### src/rtl/complex_horner_eval_deflate_macros.svh
// Assertion helpers for the evaluator modules.
// Each module that uses them must have signals named clock and reset.
`ifndef COMPLEX_HORNER_EVAL_DEFLATE_MACROS_SVH
`define COMPLEX_HORNER_EVAL_DEFLATE_MACROS_SVH

// A property that must hold at every clock edge outside reset.
`define CHDE_ASSERT(label, prop, msg) \
   label: assert property (@(posedge clock) disable iff (reset) (prop)) \
      else $error(msg);

// A condition that must never be true outside reset.
`define CHDE_NEVER(label, expr, msg) \
   `CHDE_ASSERT(label, !(expr), msg)

`endif

### src/rtl/chde_pkg.sv
`timescale 1ns / 1ps
`default_nettype none

package chde_pkg;

   localparam int FRAC_BITS_DEFAULT   = 16;
   localparam int ACC_WIDTH_DEFAULT   = 48;
   localparam int QUEUE_DEPTH_DEFAULT = 4;

   // Coefficients and the evaluation point are 32-bit words.
   localparam int COEF_W     = 32;
   // Result fields are always 48 bits wide.
   localparam int OUT_W      = 48;
   // Accumulators are split here into a low part and a high part for the multipliers.
   localparam int SPLIT_W    = 32;

   localparam int CSR_ADDR_W = 3;
   localparam int CSR_DATA_W = 32;

   // Accumulator lanes.
   localparam int UNIT_VALUE  = 0;
   localparam int UNIT_DERIV1 = 1;
   localparam int UNIT_DERIV2 = 2;
   localparam int UNITS       = 3;

   typedef enum logic {
      ITEM_INNER,
      ITEM_FINAL
   } item_kind_type;

   typedef enum logic {
      REG_POINT_RE,
      REG_POINT_IM
   } csr_reg_type;

   typedef struct packed {
      logic signed [COEF_W-1:0] re;
      logic signed [COEF_W-1:0] im;
   } point_type;

   typedef struct packed {
      logic signed [COEF_W-1:0] coef_re;
      logic signed [COEF_W-1:0] coef_im;
      item_kind_type            kind;
   } queue_entry_type;

endpackage

`default_nettype wire

### src/rtl/chde_queue.sv
`timescale 1ns / 1ps
`default_nettype none

module chde_queue #(
   parameter int DEPTH = chde_pkg::QUEUE_DEPTH_DEFAULT
) (
   input  logic                      clock,
   input  logic                      reset,
   input  logic                      push_valid,
   input  chde_pkg::queue_entry_type push_entry,
   output logic                      full,
   input  logic                      pop_ready,
   output logic                      pop_valid,
   output chde_pkg::queue_entry_type pop_entry
);

   localparam int PTR_W = $clog2(DEPTH);
   localparam int CNT_W = $clog2(DEPTH + 1);

   chde_pkg::queue_entry_type entries_ff [DEPTH];
   logic [PTR_W-1:0] wr_ptr_ff, wr_ptr_in;
   logic [PTR_W-1:0] rd_ptr_ff, rd_ptr_in;
   logic [CNT_W-1:0] count_ff, count_in;
   logic             do_push, do_pop;

   assign full      = (count_ff == CNT_W'(DEPTH));
   assign pop_valid = (count_ff != '0);
   assign pop_entry = entries_ff[rd_ptr_ff];
   assign do_push   = push_valid && !full;
   assign do_pop    = pop_ready && pop_valid;

   always_comb begin
      wr_ptr_in = wr_ptr_ff;
      rd_ptr_in = rd_ptr_ff;
      count_in  = count_ff;
      if (do_push) begin
         wr_ptr_in = (wr_ptr_ff == PTR_W'(DEPTH - 1)) ? '0 : wr_ptr_ff + PTR_W'(1);
      end
      if (do_pop) begin
         rd_ptr_in = (rd_ptr_ff == PTR_W'(DEPTH - 1)) ? '0 : rd_ptr_ff + PTR_W'(1);
      end
      if (do_push && !do_pop) begin
         count_in = count_ff + CNT_W'(1);
      end else if (do_pop && !do_push) begin
         count_in = count_ff - CNT_W'(1);
      end
   end

   always_ff @(posedge clock) begin
      if (reset) begin
         wr_ptr_ff <= '0;
         rd_ptr_ff <= '0;
         count_ff  <= '0;
      end else begin
         wr_ptr_ff <= wr_ptr_in;
         rd_ptr_ff <= rd_ptr_in;
         count_ff  <= count_in;
      end
   end

   always_ff @(posedge clock) begin
      if (do_push) begin
         entries_ff[wr_ptr_ff] <= push_entry;
      end
   end

endmodule

`default_nettype wire

### config.mk
export PLATFORM = sky130hd
export DESIGN_NAME = chde_queue
export DESIGN_NICKNAME = d
export VERILOG_FILES = /design/src/rtl/complex_horner_eval_deflate_macros.svh /design/src/rtl/chde_pkg.sv /design/src/rtl/chde_queue.sv
export SDC_FILE = /design/constraint.sdc
export NUM_CORES = 1
export LEC_CHECK = 0
export BUFFER_PORTS_ARGS = -buffer_cell sky130_fd_sc_hd__buf_4
export CAP_MARGIN = 0
export CORE_MARGIN = 2
export CORE_UTILIZATION = 40
export CTS_CLUSTER_SIZE = 20
export DETAILED_ROUTE_END_ITERATION = 8
export GPL_TIMING_DRIVEN = 1
export PLACE_DENSITY_LB_ADDON = 0.15
export SLEW_MARGIN = 5
export SYNTH_ARGS = -nofsm -noshare
export SYNTH_HDL_FRONTEND = slang
export SYNTH_SLANG_ARGS = --single-unit
### constraint.sdc
create_clock -name clock -period 3.6 [get_ports clock]
set_input_delay 0.72 -clock clock [delete_from_list [all_inputs] [get_ports clock]]
set_output_delay 0.72 -clock clock [all_outputs]
set_load 0.1 [all_outputs]
==> flow_metrics.tcl, run 1 <==
set metrics [dict create \
    cts_made_buffers 29 \
    hold_depth 1 \
    grt_pass1_wl_um 28600 \
    routed_via_density 5.05 \
    dp_cells 839 \
    outcome "finished clean" \
    fill_cells 1970 \
    cts.hold.buffers_added 0 \
    htreeDepth 1 \
    vias 4506 \
    clkPwrFrac_pct 26.4 \
    finalMaxSlewViolations 0 \
    drt_first_pass_iters 4 \
    comb_power_share_pct 37.1 \
    dieArea_mm2 0.0260 \
    cts.clk_slew.worst_paths_ps 60 \
    finalHoldViolCount 0 \
    dieWidth_um 161 \
    rsz0062_at_grt "false" \
    antenna_found_initial 0 \
    clock_latency_ps 530 \
    avgSynthCellArea_um2 25.4 \
    layout_min_cycle_time_ps 3020 \
    synth_cells 389 \
    path_class "reg2out" \
    antenna_left 0 \
    cts_setup_buffers 0 \
    ys_ff_latch 269 \
    cp_cell_sequence "buf_12, mux4_2, buf_4" \
    nets 622 \
    utilization_pct 50.5 \
    max_stage_delay_ps 610 \
    clock_sinks 269 \
    areaGrowthSynthToFinish_pct 24.2 \
    ctsResizeCount 0 \
    fin_cells 892 \
    ir_worst_vdd_mv 0.507 \
    hp-class "in2reg" \
    fp.dieH_um 161 \
    dp_hpwl_um 10700 \
    tightest_slew_ps 698 \
    track_usage_pct 14.6 \
    ys_seq_area_share_pct 80.8 \
    grt_pass1_vias 4976 \
    finalPower_w 0.0108 \
    num_rows 57 \
    syn_area_mm2 0.00988 \
    fmax_mhz 332 \
    cts_tree "done" \
    relSlewSlack_pct 53.4 \
    pre_cts_ws_ps 1080 \
    yosys_warnings 0 \
    clock_skew_ps 6.49 \
    p_leak_nw 4.12 \
    maxCapViolations 0 \
    start_util_pct 40.6 \
    drt_iter0_drc 321 \
    num_antenna_cells 0 \
    crit_path_end_kind "primary output" \
    cp_slowest_cell "dfxtp_4" \
    gp_congestion 0.673 \
    fin_ws_ps 584 \
    finalSetupViolCount 0 \
    wl_um 18500 \
    coreArea_mm2 0.0243 \
    drt-wirelength-per-cell_um 20.8 \
    crit_cells 3 \
    netSwitchingFraction_pct 39.5 \
    path_max_fanout 26 \
    fin_setup_tns_ps 0 \
    critical_path_buf_inv_count 2 \
    cts_buffer_depth 3 \
    seqPwrFrac_pct 36.5 \
    r2r_cells 9 \
    finalCritPeriodShare_pct 83.8 \
    port_buffers 135 \
    cts-root-buf "clkbuf_16" \
    mappedNetlistNets 465 \
    crit_family "flip-flops" \
    required_ps 2880 \
    layout-drive-gt1-share_pct 45.4 \
    internal_power_w 0.00654 \
    grt_max_degree 45 \
    grt_overflow_total 0 \
    cp.arrival_ps 2300 \
    ioPinCount 136 \
    switchingPower_w 0.00427 \
    drc 0 \
    ys_types 25 \
    critPathLaunchType "register" \
    p_per_area_mw_per_mm2 880 \
]
==> worst reg2reg max path: stages, from the launching register on <==
cell and delay [ps]:
dfxtp_1 450, or3b_1 350, clkinv_4 90, nor2_2 140, ha_1 210, inv_1 60
fa_1 370, xor2_1 180, or3_1 310, a21oi_1 150
==> kinds of logic after synthesis <==
group / count (synthesis) / share of synthesized area, %
flops: 269 / 80.8
compound gates: 7 / 0.506
mux: 67 / 15.0
buf+inv: 21 / 1.61
fa+ha+maj: 7 / 0.962
simple gates: 16 / 0.899
xor+xnor: 2 / 0.177
==> flip-flops by register name, summed over array words and instances (netlist names), named ones only <==
signal      flops
wr_ptr_ff       2
rd_ptr_ff       2
entries_ff    260
count_ff        3
==> power groups by stage <==
stage | sequential, W | combinational [W] | clock (W)
floorplan | 0.00392 | 0.00330 | 0
global placement | 0.00400 | 0.00405 | 0
detailed placement | 0.00402 | 0.00406 | 0
CTS | 0.00396 | 0.00406 | 0.00294
global route | 0.00399 | 0.00416 | 0.00306
finish | 0.00395 | 0.00401 | 0.00285
==> layout by cell type, fill, tap and decap left out <==
cell,instances
clkbuf_1,8
fa_1,1
nor3_1,1
xor2_1,2
dfxtp_4,2
o21ai_1,1
inv_1,3
a21oi_1,3
bufinv_16,3
clkinv_2,5
and3_4,4
inv_8,1
dfxtp_1,7
mux4_2,65
nand2_1,1
ha_1,6
clkinv_1,5
nand3_1,2
or3b_1,1
bufinv_8,1
or3_1,3
clkbuf_16,29
edfxtp_1,260
clkbuf_8,2
mux2i_1,2
clkinv_4,1
nor2_1,3
nor2_2,1
buf_12,7
o31ai_2,2
buf_4,135
o21ai_0,1
==> metal layers <==
metal	share of wire (%)	global-route usage, %
met1	42	18.8
met2	50	25.1
met3	5.4	3.47
met4	1.9	3.57
met5	0	0
==> path summary, 6_finish.rpt <==
kind / start / to / slack, ps
worst max-delay path: register / pop_entry[10] / 580
worst min-delay path: push_entry[33] / entries_ff[0][33] / 390
worst max register to register: count_ff[0] / count_ff[2] / 1220
worst min register to register: wr_ptr_ff[1] / wr_ptr_ff[1] / 530
==> synth_stat cells <==
master    count  share of area [%]
a21oi_1       3               0.15
clkinv_4      1              0.089
nor3_1        1              0.051
fa_1          1               0.20
o31ai_2       2               0.25
or3b_1        1              0.089
or3_1         3               0.19
inv_1         3               0.11
xor2_1        2               0.18
mux4_2       65                 15
o21ai_1       1              0.051
o21ai_0       1              0.051
clkbuf_1      2              0.076
nand3_1       2               0.10
and3_1        4               0.25
dfxtp_1       9                1.8
buf_6         7               0.80
ha_1          6               0.76
nor2_1        3               0.11
edfxtp_1    260                 79
nor2_2        1              0.063
mux2i_1       2               0.20
buf_2         7               0.35
bufinv_8      1               0.18
nand2_1       1              0.038
==> per-stage QoR <==
stage,hold slack (ps),cell area (µm²)
2_1_floorplan,463,9880
4_1_cts,364,12300
3_5_place_dp,514,11300
3_3_place_gp,500,11300
5_1_grt,366,12300
6_report,391,12300
==> final cells by class <==
type	count	area, µm²	share of cell area (%)
Sequential cell	269	8000	65.1
Multi-Input combinational cell	99	1760	14.3
Tap cell	324	405	3.30
Clock inverter	14	145	1.18
Clock buffer	39	783	6.38
Inverter	5	37.5	0.306
Timing Repair Buffer	142	1150	9.40
No activity file was read; power rests on OpenSTA's default activity.
==> run 2: changes to the inputs <==
==> constraint.sdc (replaced) <==
create_clock -name clock -period 2.6 [get_ports clock]
set_input_delay 0.52 -clock clock [delete_from_list [all_inputs] [get_ports clock]]
set_output_delay 0.52 -clock clock [all_outputs]
set_load 0.1 [all_outputs]
==> flow_metrics.tcl, run 2 (synthesis gave the netlist of run 1 again) <==
set metrics [dict create \
    coreArea_mm2 0.0243 \
    drc 0 \
    grt_pass1_vias 4941 \
    fin_area_mm2 0.0123 \
    finalCritPeriodShare_pct 97.6 \
    wl_um 18200 \
    fill_cells 1973 \
    drt_iter0_drc 200 \
    cp_slowest_cell "mux4_2" \
    dpl-instance-area_mm2 0.0114 \
    cp.arrival_ps 2020 \
    worst_hold_slack_ps 192 \
    path_class "reg2out" \
    dieArea_mm2 0.0260 \
    fp.dieH_um 161 \
    cts-root-buf "clkbuf_16" \
    start_util_pct 40.6 \
    vias 4422 \
    htreeDepth 1 \
    num_rows 57 \
    p_per_area_mw_per_mm2 1200 \
    maxCapViolations 0 \
    p_leak_nw 4.14 \
    cts_buffer_depth 3 \
    tightest_slew_ps 418 \
    utilization_pct 50.6 \
    grt_overflow_total 0 \
    fmax_mhz 394 \
    rsz0062_at_grt "true" \
    outcome "finished clean" \
    finalSetupViolCount 0 \
    crit_path_end_kind "primary output" \
    cts_made_buffers 28 \
    areaGrowthSynthToFinish_pct 24.6 \
    dp_hpwl_um 10600 \
    clock_latency_ps 530 \
    final_common_cell "edfxtp_1" \
    gp_congestion 0.745 \
    largestRegisters "entries_ff x260, count_ff x3" \
    relSlewSlack_pct 72.1 \
    largest_register "entries_ff" \
    antenna_left 0 \
    critPathLaunchType "register" \
    ioPinCount 136 \
    ir_worst_vdd_mv 0.798 \
    finalMaxSlewViolations 0 \
    finalHoldViolCount 0 \
    clock_sinks 269 \
    final_cell_mix "edfxtp_1 (260), buf_4 (126), mux4_2 (65), clkbuf_16 (29), buf_6 (16)" \
    grt_max_degree 61 \
    required_ps 2080 \
    port_buffers 135 \
    cts_tree "done" \
    drt-wirelength-per-cell_um 20.3 \
    dieWidth_um 161 \
    antenna_found_initial 0 \
    nets 628 \
    largest_reg_flops 260 \
    cp_cell_sequence "buf_16, mux4_2, buf_4" \
    cts.clk_slew.worst_paths_ps 60 \
    path_max_fanout 31 \
    hp-class "in2reg" \
    routed_via_density 4.94 \
    grt_pass1_wl_um 28200 \
    clock_skew_ps 8.19 \
    drt_first_pass_iters 4 \
    cts.hold.buffers_added 0 \
    layout-drive-gt1-share_pct 45.5 \
    track_usage_pct 14.2 \
    layout_min_cycle_time_ps 2540 \
    num_antenna_cells 0 \
    max_stage_delay_ps 560 \
]
-- run 2: final cells by class --
cell class	count	area, µm²	area share, %
Clock inverter	6	26.3	0.213
Tap cell	324	405	3.29
Timing Repair Buffer	149	1280	10.4
Sequential cell	269	8000	64.9
Inverter	5	37.5	0.305
Multi-Input combinational cell	99	1760	14.3
Clock buffer	44	812	6.59
-- run 2: worst paths after layout --
| check | start | end | slack (ps) | cells past startpoint |
|---|---|---|---|---|
| min | push_entry[40] | entries_ff[0][40] | 190 | 1 |
| max reg2reg | count_ff[0] | count_ff[2] | 250 | 9 |
| max | register | pop_entry[30] | 60 | 3 |
| min reg2reg | rd_ptr_ff[0] | register | 490 | 2 |
-- run 2: where the power goes --
| group | leakage (nW) | internal (W) | switching, W |
|---|---|---|---|
| Combinational | 1.27 | 0.00151 | 0.00425 |
| Clock | 0.410 | 0.00212 | 0.00150 |
| Sequential | 2.46 | 0.00525 | 0.000127 |
-- run 2: through the flow --
| step | setup TNS, ps | worst slack [ps] | power (W) | instances |
|---|---|---|---|---|
| finish | 0 | 62.7 | 0.0148 | 896 |
| global route | -112 | -17.6 | 0.0153 | 896 |
| CTS | 0 | 6.35 | 0.0148 | 893 |
| detailed placement | 0 | 250 | 0.0112 | 843 |
| global placement | 0 | 365 | 0.0111 | 843 |
| floorplan | 0 | 327 | 0.00999 | 389 |
-- run 2: routing by layer --
layer,part of all wire (%),global-route usage [%],wire length [µm]
met5,0,0,0
met4,1.9,3.81,339
met3,5.6,3.67,1020
met2,51,24.2,9210
met1,42,18.3,7630
-- run 2: what timing repair did --
action	in CTS	in global routing
setup buffers	0	3
resized for setup	0	18
endpoints found under the setup margin	0	30
-- run 2: critical path: cells and delay by family, from the launching register on --
| kind | cells | cell delay (ps) |
|---|---|---|
| buf+inv | 2 | 510 |
| flops | 1 | 390 |
| mux | 1 | 560 |
