### src/rtl/complex_horner_eval_deflate_macros.svh
// Assertion helpers for the evaluator modules.
// Each module that uses them must have signals named clock and reset.
`ifndef COMPLEX_HORNER_EVAL_DEFLATE_MACROS_SVH
`define COMPLEX_HORNER_EVAL_DEFLATE_MACROS_SVH

// A property that must hold at every clock edge outside reset.
`define CHDE_ASSERT(label, prop, msg) \
   label: assert property (@(posedge clock) disable iff (reset) (prop)) \
      else $error(msg);

// A condition that must never be true outside reset.
`define CHDE_NEVER(label, expr, msg) \
   `CHDE_ASSERT(label, !(expr), msg)

`endif

### src/rtl/chde_pkg.sv
`timescale 1ns / 1ps
`default_nettype none

package chde_pkg;

   localparam int FRAC_BITS_DEFAULT   = 16;
   localparam int ACC_WIDTH_DEFAULT   = 48;
   localparam int QUEUE_DEPTH_DEFAULT = 4;

   // Coefficients and the evaluation point are 32-bit words.
   localparam int COEF_W     = 32;
   // Result fields are always 48 bits wide.
   localparam int OUT_W      = 48;
   // Accumulators are split here into a low part and a high part for the multipliers.
   localparam int SPLIT_W    = 32;

   localparam int CSR_ADDR_W = 3;
   localparam int CSR_DATA_W = 32;

   // Accumulator lanes.
   localparam int UNIT_VALUE  = 0;
   localparam int UNIT_DERIV1 = 1;
   localparam int UNIT_DERIV2 = 2;
   localparam int UNITS       = 3;

   typedef enum logic {
      ITEM_INNER,
      ITEM_FINAL
   } item_kind_type;

   typedef enum logic {
      REG_POINT_RE,
      REG_POINT_IM
   } csr_reg_type;

   typedef struct packed {
      logic signed [COEF_W-1:0] re;
      logic signed [COEF_W-1:0] im;
   } point_type;

   typedef struct packed {
      logic signed [COEF_W-1:0] coef_re;
      logic signed [COEF_W-1:0] coef_im;
      item_kind_type            kind;
   } queue_entry_type;

endpackage

`default_nettype wire

### src/rtl/chde_front.sv
`timescale 1ns / 1ps
`default_nettype none

module chde_front (
   input  logic                               clock,
   input  logic                               reset,
   input  logic                               csr_psel,
   input  logic                               csr_penable,
   input  logic                               csr_pwrite,
   input  logic [chde_pkg::CSR_ADDR_W-1:0]    csr_paddr,
   input  logic [chde_pkg::CSR_DATA_W-1:0]    csr_pwdata,
   output logic [chde_pkg::CSR_DATA_W-1:0]    csr_prdata,
   output logic                               csr_pready,
   input  logic                               req_valid,
   output logic                               req_stall,
   input  logic signed [chde_pkg::COEF_W-1:0] req_coef_re,
   input  logic signed [chde_pkg::COEF_W-1:0] req_coef_im,
   input  logic                               req_last_coef,
   output chde_pkg::point_type                point,
   output logic                               push_valid,
   output chde_pkg::queue_entry_type          push_entry,
   input  logic                               queue_full
);

   chde_pkg::point_type   point_ff;
   chde_pkg::point_type   point_in;
   chde_pkg::csr_reg_type csr_sel;
   logic                  csr_write;
   logic [chde_pkg::CSR_DATA_W-1:0] csr_rd_word;

   assign csr_sel    = chde_pkg::csr_reg_type'(csr_paddr[2]);
   assign csr_write  = csr_psel && csr_penable && csr_pwrite && csr_pready;
   assign csr_pready = 1'b1;

   always_comb begin
      point_in = point_ff;
      if (csr_write) begin
         unique case (csr_sel)
            chde_pkg::REG_POINT_RE: point_in.re = csr_pwdata;
            chde_pkg::REG_POINT_IM: point_in.im = csr_pwdata;
            default:                point_in    = point_ff;
         endcase
      end
   end

   always_ff @(posedge clock) begin
      if (reset) begin
         point_ff <= '0;
      end else begin
         point_ff <= point_in;
      end
   end

   always_comb begin
      unique case (csr_sel)
         chde_pkg::REG_POINT_RE: csr_rd_word = point_ff.re;
         chde_pkg::REG_POINT_IM: csr_rd_word = point_ff.im;
         default:                csr_rd_word = '0;
      endcase
      // Only word-aligned addresses hold a register.
      csr_prdata = (csr_paddr[1:0] == 2'b00) ? csr_rd_word : '0;
   end

   assign point = point_ff;

   // A beat is taken whenever the queue has room; the last coefficient is
   // tagged so the back end knows to finish the evaluation.
   assign req_stall          = queue_full;
   assign push_valid         = req_valid && !queue_full;
   assign push_entry.coef_re = req_coef_re;
   assign push_entry.coef_im = req_coef_im;
   assign push_entry.kind    = req_last_coef ? chde_pkg::ITEM_FINAL : chde_pkg::ITEM_INNER;

endmodule

`default_nettype wire

### config.mk
export PLATFORM = sky130hd
export DESIGN_NAME = chde_front
export DESIGN_NICKNAME = d
export VERILOG_FILES = /design/src/rtl/complex_horner_eval_deflate_macros.svh /design/src/rtl/chde_pkg.sv /design/src/rtl/chde_front.sv
export SDC_FILE = /design/constraint.sdc
export NUM_CORES = 1
export LEC_CHECK = 0
export ABC_AREA = 1
export BUFFER_PORTS_ARGS = -buffer_cell sky130_fd_sc_hd__buf_4
export CORE_AREA = 2 2 106 108
export CTS_CLUSTER_SIZE = 40
export DETAILED_ROUTE_END_ITERATION = 8
export DIE_AREA = 0 0 108 110
export PLACE_DENSITY_LB_ADDON = 0.3
export SETUP_SLACK_MARGIN = 0.05
export SLEW_MARGIN = 5
export SYNTH_ARGS = -nofsm -noshare
export SYNTH_HDL_FRONTEND = slang
export SYNTH_SLANG_ARGS = --single-unit
### constraint.sdc
create_clock -name clock -period 1.6 [get_ports clock]
set_clock_uncertainty 0.1 [all_clocks]
set_input_delay 0 -clock clock [delete_from_list [all_inputs] [get_ports clock]]
set_output_delay 0 -clock clock [all_outputs]
set_load 0.01 [all_outputs]
==> results of run 1 <==
[through the flow]
stage	worst slack [ns]	cell area [sq um]	total power, uW	cells
2_1_floorplan	0.7558	3769	2224	563
3_3_place_gp	0.3881	4354	2287	748
3_5_place_dp	0.3637	4354	2296	748
4_1_cts	0.3816	5479	3730	859
5_1_grt	0.2967	5479	3879	859
6_report	0.3971	5479	3678	859
[cells in the mapped netlist]
| master | instances |
|---|---|
| sky130_fd_sc_hd__buf_4 | 79 |
| sky130_fd_sc_hd__buf_2 | 8 |
| sky130_fd_sc_hd__inv_1 | 33 |
| sky130_fd_sc_hd__nand3_2 | 21 |
| sky130_fd_sc_hd__conb_1 | 1 |
| sky130_fd_sc_hd__inv_2 | 3 |
| sky130_fd_sc_hd__clkbuf_1 | 5 |
| sky130_fd_sc_hd__buf_6 | 6 |
| sky130_fd_sc_hd__buf_1 | 5 |
| sky130_fd_sc_hd__dfxtp_1 | 64 |
| sky130_fd_sc_hd__nor2_8 | 1 |
| sky130_fd_sc_hd__nor2_1 | 129 |
| sky130_fd_sc_hd__nor2_4 | 2 |
| sky130_fd_sc_hd__or2_1 | 1 |
| sky130_fd_sc_hd__nand2_1 | 128 |
| sky130_fd_sc_hd__a21oi_1 | 32 |
| sky130_fd_sc_hd__nand3_1 | 44 |
| sky130_fd_sc_hd__nand2_2 | 1 |
[final timing paths]
path,startpoint,endpoint,slack (ns),cells after the start
max,csr_paddr[2],csr_prdata[29],0.40,6
min,reset,point[22],0.04,5
max reg2reg,point[52],point[52],0.87,2
min reg2reg,point[11],point[11],0.40,2
[worst min-delay path, stage by stage]
cell	delay [ns]
sky130_fd_sc_hd__buf_4	0.08
sky130_fd_sc_hd__inv_2	0.03
sky130_fd_sc_hd__buf_12	0.19
sky130_fd_sc_hd__nand2_1	0.10
sky130_fd_sc_hd__nor2_1	0.03
[cell families after synthesis]
family	synth area share, %
buf+inv	23.17
flops	34.00
other cells	0.09951
compound gates	4.250
simple gates	38.48
[power by group]
group          switching, uW  internal [uW]  total (uW)
logic                    400            406         806
registers               47.4           1650        1700
clock network            588            587        1180
[layout make-up]
| class | instances | area [sq um] |
|---|---|---|
| fillers | 1042 | 5219 |
| repair buffers | 245 | 2120 |
| multi-input cells | 360 | 1614 |
| flip-flops and latches | 64 | 1281 |
| well taps | 140 | 175.2 |
| clock buffers | 13 | 148.9 |
| inverters | 36 | 135.1 |
| clock inverters | 1 | 5.005 |
[per-layer routing]
metal	wire [microns]	global-route usage, %	vias to the layer above
met4	180	6.868	0
li1	-	-	1958
met1	4511	21.09	1717
met2	5326	29.78	174
met5	0	0	-
met3	740	3.175	15
==> impl_metrics.yaml, run 1 <==
run_status:
  run_status: "finished clean"
clocking:
  cts_max_path_buffers: 2
  cts.reportedPaths.clkPinSlew_ns: 0.07
  tritoncts.num_buffers: 9
  worstSkewPairLatency_ns: 0.33
  tritoncts: "done"
  clkSinkCount: 64
  postCtsResizedCells: 0
  post-cts-setup-buffers: 0
  cts-root-buf: "sky130_fd_sc_hd__clkbuf_8"
  holdBufCountCts: 97
  cts_htree_levels: 3
floorplanning:
  ios: 271
  die_width_microns: 108
  chipHeight_microns: 110
  initial_utilization_pct: 35.23
  fp-row-count: 38
  die-area_sq_um: 11880
  core-area_sq_um: 10700
synth:
  synth.net_count: 670
  synth_seq_area_share_pct: 34.00
  synthesis.yosys.warnings: 0
  synth-seq-cells: 64
  synth_top_area_share_pct: 34.00
  yosys.area.top_type: "sky130_fd_sc_hd__dfxtp_1"
  yosys-top-cells-area: "sky130_fd_sc_hd__dfxtp_1 34%, sky130_fd_sc_hd__buf_4 16%, sky130_fd_sc_hd__nor2_1 13%, sky130_fd_sc_hd__nand2_1 13%, sky130_fd_sc_hd__nand3_1 5.8%"
  yosysUniqueCellTypes: 18
  synth_cells: 563
  postSynthAreaPerCell_sq_um: 6.694
  mappedNetlistArea_sq_um: 3769
routing:
  drc_errors: 0
  wl_per_cell_microns: 12.53
  dr_vias_cell: 4.498
  drt_pre_antenna_iters: 4
  detail_route.iter0.violations: 134
  antenna_violating_nets_post_route: 0
  detailroute.via_count: 3864
  totalWireLength_microns: 10760
sta:
  hold_violations: 0
  layout_worst_path_cycle_share_pct: 75.18
  finalMaxSlewViolations: 0
  fin_crit_ns: 1.203
  finalSetupViolCount: 0
  setup_tns_ns: 0
  hold_ws_ns: 0.03858
  grt_setup_unrepaired: "no"
  fmax_mhz: 831.3
  timing.max_slew.rel_slack_pct: 50.45
  max_slew.worst_pin.slew_ns: 0.7416
critical_path:
  worstSetupEndpointType: "primary output"
  critical_path.most_common_cell: "sky130_fd_sc_hd__buf_4"
  critical_path_arrival_ns: 1.10
  crit_family: "buffers and inverters"
  cp_data_required_time_ns: 1.50
  startpoint_type: "primary input"
  critical-path-slowest-cell: "sky130_fd_sc_hd__buf_4"
  worstPathCellList: "buf_4 -> inv_2 -> buf_4 -> nand2_1 -> a21oi_1 -> buf_4"
  critical_path.max_stage_delay_ns: 0.44
  maximum_net_fanout_on_the_critical_path: 36
  critical_path.n_buffers_inverters: 4
  path_class: "primary input to primary output"
grt:
  wire_length_of_the_first_global_routing_pass_microns: 16240
  antenna_found_initial: 0
  gr-total-overflow: 0
  grt_util_all_layers_pct: 17.17
  first_global_vias: 3362
  grt_max_degree: 65
power:
  static-leakage-power_uw: 0.002502
  ir_drop_v: 0.0003144
  power_density_over_cell_area_nw_per_um2: 671.3
placement:
  dp.final_hpwl_microns: 6473
  port_buffers: 139
  gpl.final_weighted_congestion: 0.7527
layout:
  layout.cells.most_common_list: "145 x sky130_fd_sc_hd__buf_4, 129 x sky130_fd_sc_hd__nor2_1, 128 x sky130_fd_sc_hd__nand2_1"
  flow.area_growth_from_synthesis_pct: 45.39
  mostFrequentLayoutCell: "sky130_fd_sc_hd__buf_4"
  diodes: 0
  finalNetCount: 823
  final_core_utilization_pct: 51.22
  final_layout_size_suffix_gt1_share_pct: 26.01
  largest_reg_flops: 64
min_path:
  hold_class: "primary input to flip-flop"
run:
  reported_max_cap_violation_count: 0
No activity file was read; power rests on OpenSTA's default activity.
==> run 2: changes to the inputs <==
--- a/config.mk
+++ b/config.mk
@@ -7,10 +7,10 @@
 export LEC_CHECK = 0
 export ABC_AREA = 1
 export BUFFER_PORTS_ARGS = -buffer_cell sky130_fd_sc_hd__buf_4
-export CORE_AREA = 2 2 106 108
+export CORE_AREA = 2 2 104 106
 export CTS_CLUSTER_SIZE = 40
 export DETAILED_ROUTE_END_ITERATION = 8
-export DIE_AREA = 0 0 108 110
+export DIE_AREA = 0 0 106 108
 export PLACE_DENSITY_LB_ADDON = 0.3
 export SETUP_SLACK_MARGIN = 0.05
 export SLEW_MARGIN = 5
==> constraint.sdc (replaced) <==
create_clock -name clock -period 1.05 [get_ports clock]
set_clock_uncertainty 0.1 [all_clocks]
set_input_delay 0 -clock clock [delete_from_list [all_inputs] [get_ports clock]]
set_output_delay 0 -clock clock [all_outputs]
set_load 0.01 [all_outputs]
==> impl_metrics.yaml, run 2 (same netlist as run 1, synthesis figures left out) <==
placement:
  dp.final_hpwl_microns: 6988
  gpl.final_weighted_congestion: 0.7889
  port_buffers: 139
  dpl.cell_count: 751
  pre_cts_slack_ns: 0.06702
layout:
  finalNetCount: 900
  multiInputGateArea_sq_um: 1804
  flow.area_growth_from_synthesis_pct: 82.17
  largest_reg_flops: 64
  area_taken_by_flip_flops_and_latches_sq_um: 1361
  instances_no_fill: 933
  total_of_fill_cells_in_the_finished_design: 808
  final_layout_size_suffix_gt1_share_pct: 49.18
  mostFrequentLayoutCell: "sky130_fd_sc_hd__nor2_1"
  layout.cells.most_common_list: "129 x sky130_fd_sc_hd__nor2_1, 120 x sky130_fd_sc_hd__buf_4, 98 x sky130_fd_sc_hd__dlygate4sd3_1"
  final_core_utilization_pct: 67.10
  diodes: 0
power:
  static-leakage-power_uw: 0.003113
  power_density_over_cell_area_nw_per_um2: 918.4
  ir_drop_v: 0.0006811
floorplanning:
  initial_utilization_pct: 36.84
  ios: 271
  die-area_sq_um: 11450
  chipHeight_microns: 108
  fp-row-count: 37
  core-area_sq_um: 10230
  die_width_microns: 106
critical_path:
  worstPathCellList: "nand2_1 -> a21oi_2 -> buf_4"
  startpoint_type: "flip-flop"
  critical_path.max_stage_delay_ns: 0.36
  critical_path_arrival_ns: 1.09
  critical-path-slowest-cell: "sky130_fd_sc_hd__dfxtp_2"
  regToRegSetupSlack_ns: 0.10
  maximum_net_fanout_on_the_critical_path: 2
  worstSetupEndpointType: "primary output"
  cp_data_required_time_ns: 0.95
  path_class: "flip-flop to primary output"
clocking:
  cts-root-buf: "sky130_fd_sc_hd__clkbuf_8"
  cts.reportedPaths.clkPinSlew_ns: 0.07
  tritoncts.num_buffers: 9
  cts_max_path_buffers: 2
  cts_htree_levels: 3
  tritoncts: "done"
  clkSinkCount: 64
  worstSkewPairLatency_ns: 0.33
sta:
  finalMaxSlewViolations: 0
  fmax_mhz: 840.9
  hold_violations: 0
  layout_worst_path_cycle_share_pct: 113.3
  fin_crit_ns: 1.189
  finalSetupViolCount: 33
  hold_ws_ns: 0.08067
  grt_setup_unrepaired: "yes"
  fin_ws_ns: -0.1392
run_status:
  failed_checks: "setup timing"
  run_status: "finished, violations left"
grt:
  grt_max_degree: 34
  wire_length_of_the_first_global_routing_pass_microns: 18530
  gr-total-overflow: 0
  antenna_found_initial: 0
  grt_util_all_layers_pct: 20.42
  first_global_vias: 3797
routing:
  detail_route.iter0.violations: 159
  wl_per_cell_microns: 14.82
  detailroute.via_count: 4382
  antenna_violating_nets_post_route: 0
  dr_vias_cell: 4.697
  totalWireLength_microns: 13830
  drc_errors: 0
  drt_pre_antenna_iters: 5
min_path:
  hold_class: "primary input to flip-flop"
run:
  reported_max_cap_violation_count: 0
-- run 2: cell count changes in the layout (fill, tap and decap cells not counted), sizes merged --
| cell | change |
|---|---|
| bufinv | +1 |
| dlygate4sd3 | +1 |
| clkinv | +3 |
| buf | +72 |
| inv | -1 |
| clkbuf | +2 |
-- run 2: what timing repair did --
action,CTS,global route
gates cloned,0,6
resized for setup,119,101
setup buffers,41,24
setup endpoints to repair,32,124
pin swaps,19,12
hold buffers,98,0
hold endpoints to repair,129,0
-- run 2: where the power goes --
| group | internal, uW | total [uW] | switching, uW | leakage, uW |
|---|---|---|---|---|
| Sequential | 2530 | 2610 | 75.5 | 0.000550 |
| Clock | 1140 | 2060 | 924 | 0.0000989 |
| Combinational | 881 | 1640 | 757 | 0.00246 |
-- run 2: final cells by class --
class | count | area share, %
Timing Repair Buffer | 322 | 46.55
Multi-Input combinational cell | 360 | 26.28
Sequential cell | 64 | 19.83
Tap cell | 136 | 2.479
Inverter | 36 | 2.151
Clock buffer | 11 | 2.059
Clock inverter | 4 | 0.6561
-- run 2: final timing paths --
check,start,end,depth (start not counted)
worst min-delay path,csr_paddr[2],point[15],5
worst max-delay path,point[62],csr_prdata[30],3
worst min register to register,point[8],point[8],2
worst max register to register,point[63],point[63],4
-- run 2: metal layers --
layer  global-route usage [%]  up-vias  routed length (microns)
met2                    36.18      211                     7396
met3                    4.400       20                      899
met4                    6.673        0                      187
met1                    24.70     2034                     5346
li1                         -     2117                        -
met5                        0        -                        0
-- run 2: critical path, delay by kind of cell, from the launching register on --
kind | cells | cell delay (ns)
AO/OA/AOI/OAI | 1 | 0.16
flip-flops | 1 | 0.36
AND/OR/NAND/NOR | 1 | 0.10
buffers and inverters | 1 | 0.14
-- run 2: per-stage QoR --
| step | area [sq um] | TNS (ns) | power [uW] |
|---|---|---|---|
| after floorplan | 3769 | 0 | 3389 |
| after detailed placement | 4489 | 0 | 3553 |
| after CTS | 6245 | -2.355 | 6136 |
| final | 6865 | -1.968 | 6305 |
| after global placement | 4489 | 0 | 3538 |
| after global routing | 6865 | -3.940 | 6594 |
==> run 3: changes to the inputs <==
--- a/config.mk
+++ b/config.mk
@@ -6,7 +6,7 @@
 export NUM_CORES = 1
 export LEC_CHECK = 0
 export ABC_AREA = 1
-export BUFFER_PORTS_ARGS = -buffer_cell sky130_fd_sc_hd__buf_4
+export BUFFER_PORTS_ARGS = -buffer_cell sky130_fd_sc_hd__buf_2
 export CORE_AREA = 2 2 104 106
 export CTS_CLUSTER_SIZE = 40
 export DETAILED_ROUTE_END_ITERATION = 8
==> impl_metrics.yaml, run 3 (same netlist as run 1, synthesis figures left out) <==
run_status:
  run_status: "finished, violations left"
  failed_checks: "setup timing"
critical_path:
  cp_data_required_time_ns: 0.95
  path_class: "flip-flop to primary output"
  crit_family: "flip-flops"
  critical_path.max_stage_delay_ns: 0.34
  critical_path_arrival_ns: 1.05
  maximum_net_fanout_on_the_critical_path: 2
  critical_path.n_buffers_inverters: 1
  startpoint_type: "flip-flop"
  worstPathCellList: "nand2_1 -> a21oi_1 -> buf_2"
  worstSetupEndpointType: "primary output"
  critical-path-slowest-cell: "sky130_fd_sc_hd__dfxtp_2"
grt:
  wire_length_of_the_first_global_routing_pass_microns: 17990
  grt_util_all_layers_pct: 19.65
  antenna_found_initial: 0
  gr-total-overflow: 0
  first_global_vias: 3760
  grt_max_degree: 36
placement:
  dpl.cell_count: 753
  port_buffers: 139
  pre_cts_slack_ns: -0.1371
  dp.final_hpwl_microns: 6700
  gpl.final_weighted_congestion: 0.7730
sta:
  fmax_mhz: 866.4
  fin_crit_ns: 1.154
  grt_setup_unrepaired: "yes"
  finalSetupViolCount: 32
  layout_worst_path_cycle_share_pct: 109.9
  max_slew.worst_pin.slew_ns: 0.7280
  timing.max_slew.rel_slack_pct: 51.35
  hold_violations: 0
  fin_ws_ns: -0.1042
  finalMaxSlewViolations: 0
routing:
  totalWireLength_microns: 12280
  drc_errors: 0
  wl_per_cell_microns: 13.33
  drt_pre_antenna_iters: 4
  detail_route.iter0.violations: 204
  dr_vias_cell: 4.580
  antenna_violating_nets_post_route: 0
  detailroute.via_count: 4218
layout:
  flow.area_growth_from_synthesis_pct: 68.19
  final_layout_size_suffix_gt1_share_pct: 45.35
  layout.cells.most_common_list: "129 x sky130_fd_sc_hd__nor2_1, 112 x sky130_fd_sc_hd__nand2_1, 97 x sky130_fd_sc_hd__dlygate4sd3_1"
  mostFrequentLayoutCell: "sky130_fd_sc_hd__nor2_1"
  diodes: 0
  total_of_fill_cells_in_the_finished_design: 866
  instances_no_fill: 921
  finalNetCount: 890
  largest_reg_flops: 64
clocking:
  tritoncts: "done"
  worstSkewPairLatency_ns: 0.32
  cts.reportedPaths.clkPinSlew_ns: 0.07
  clkSinkCount: 64
  tritoncts.num_buffers: 9
  cts_max_path_buffers: 2
  cts_htree_levels: 3
  cts-root-buf: "sky130_fd_sc_hd__clkbuf_8"
power:
  ir_drop_v: 0.0007089
  power_density_over_cell_area_nw_per_um2: 928.7
  static-leakage-power_uw: 0.002959
floorplanning:
  chipHeight_microns: 108
  initial_utilization_pct: 36.84
  ios: 271
  fp-row-count: 37
  die_width_microns: 106
  core-area_sq_um: 10230
  die-area_sq_um: 11450
min_path:
  hold_class: "primary input to flip-flop"
run:
  reported_max_cap_violation_count: 0
## run 3: cell count changes in the layout (fill, tap and decap cells not counted), moves of 2 or more
| cell | before | now |
|---|---|---|
| sky130_fd_sc_hd__nand2_2 | 35 | 17 |
| sky130_fd_sc_hd__a21oi_1 | 4 | 11 |
| sky130_fd_sc_hd__clkinv_2 | 3 | 1 |
| sky130_fd_sc_hd__buf_12 | 10 | 7 |
| sky130_fd_sc_hd__nand2_1 | 94 | 112 |
| sky130_fd_sc_hd__a21oi_2 | 28 | 21 |
| sky130_fd_sc_hd__buf_2 | 0 | 94 |
| sky130_fd_sc_hd__clkbuf_16 | 4 | 0 |
| sky130_fd_sc_hd__buf_4 | 120 | 23 |
## run 3: path summary, 6_finish.rpt
path	startpoint	end	slack (ns)	cells past startpoint
worst max-delay path	point[13]	csr_prdata[13]	-0.10	3
worst min-delay path	reset	point[22]	0.02	5
worst max register to register	point[8]	point[8]	0.12	4
worst min register to register	point[22]	point[22]	0.39	2
## run 3: worst reg2reg max path, cell delays in order, from the launching register on
cell	delay [ns]
sky130_fd_sc_hd__dfxtp_2	0.33
sky130_fd_sc_hd__buf_6	0.11
sky130_fd_sc_hd__buf_4	0.12
sky130_fd_sc_hd__nor2_1	0.11
sky130_fd_sc_hd__nor2_1	0.06
## run 3: layout make-up
class                           count  area [sq um]  area share [%]
Inverter                           36         135.1           2.132
Clock buffer                       12         155.1           2.448
Multi-Input combinational cell    360          1733           27.34
Timing Repair Buffer              312          2779           43.84
Sequential cell                    64          1361           21.48
Clock inverter                      1         5.005         0.07896
Tap cell                          136         170.2           2.685
## run 3: timing repair
action,CTS,global route
hold buffers,97,0
buffers inserted,45,14
resized for setup,122,72
hold endpoints to repair,129,0
endpoints found under the setup margin,32,77
pin swaps,12,10
## run 3: through the flow
step / TNS, ns / total power [uW] / area [sq um] / hold WS [ns] / utilization (%)
final: -1.788 / 5887 / 6339 / 0.02452 / 61.95
after global routing: -4.102 / 6204 / 6339 / 0.01062 / 61.95
after CTS: -1.897 / 5843 / 5989 / 0.0008251 / 58.54
after detailed placement: -4.038 / 3445 / 4119 / -0.09993 / 40.26
after global placement: -3.407 / 3433 / 4119 / -0.09993 / 40.26
after floorplan: 0 / 3389 / 3769 / -0.05247 / -
## run 3: where the power goes
part           internal (uW)  switching (uW)  leakage (uW)  total, uW
clock                    945             883     0.0000842       1830
combinational            758             702       0.00233       1460
sequential              2530            68.1      0.000550       2600
total                   4230            1650       0.00296       5890
## run 3: metal layers
layer  vias to the layer above  global-route usage [%]  share of wire (%)
met3                         8                   5.304                6.8
met5                         -                       0                  0
met1                      1925                   23.22                 42
met2                       187                   35.58                 51
met4                         0                   4.605               0.54
li1                       2098                       -                  -
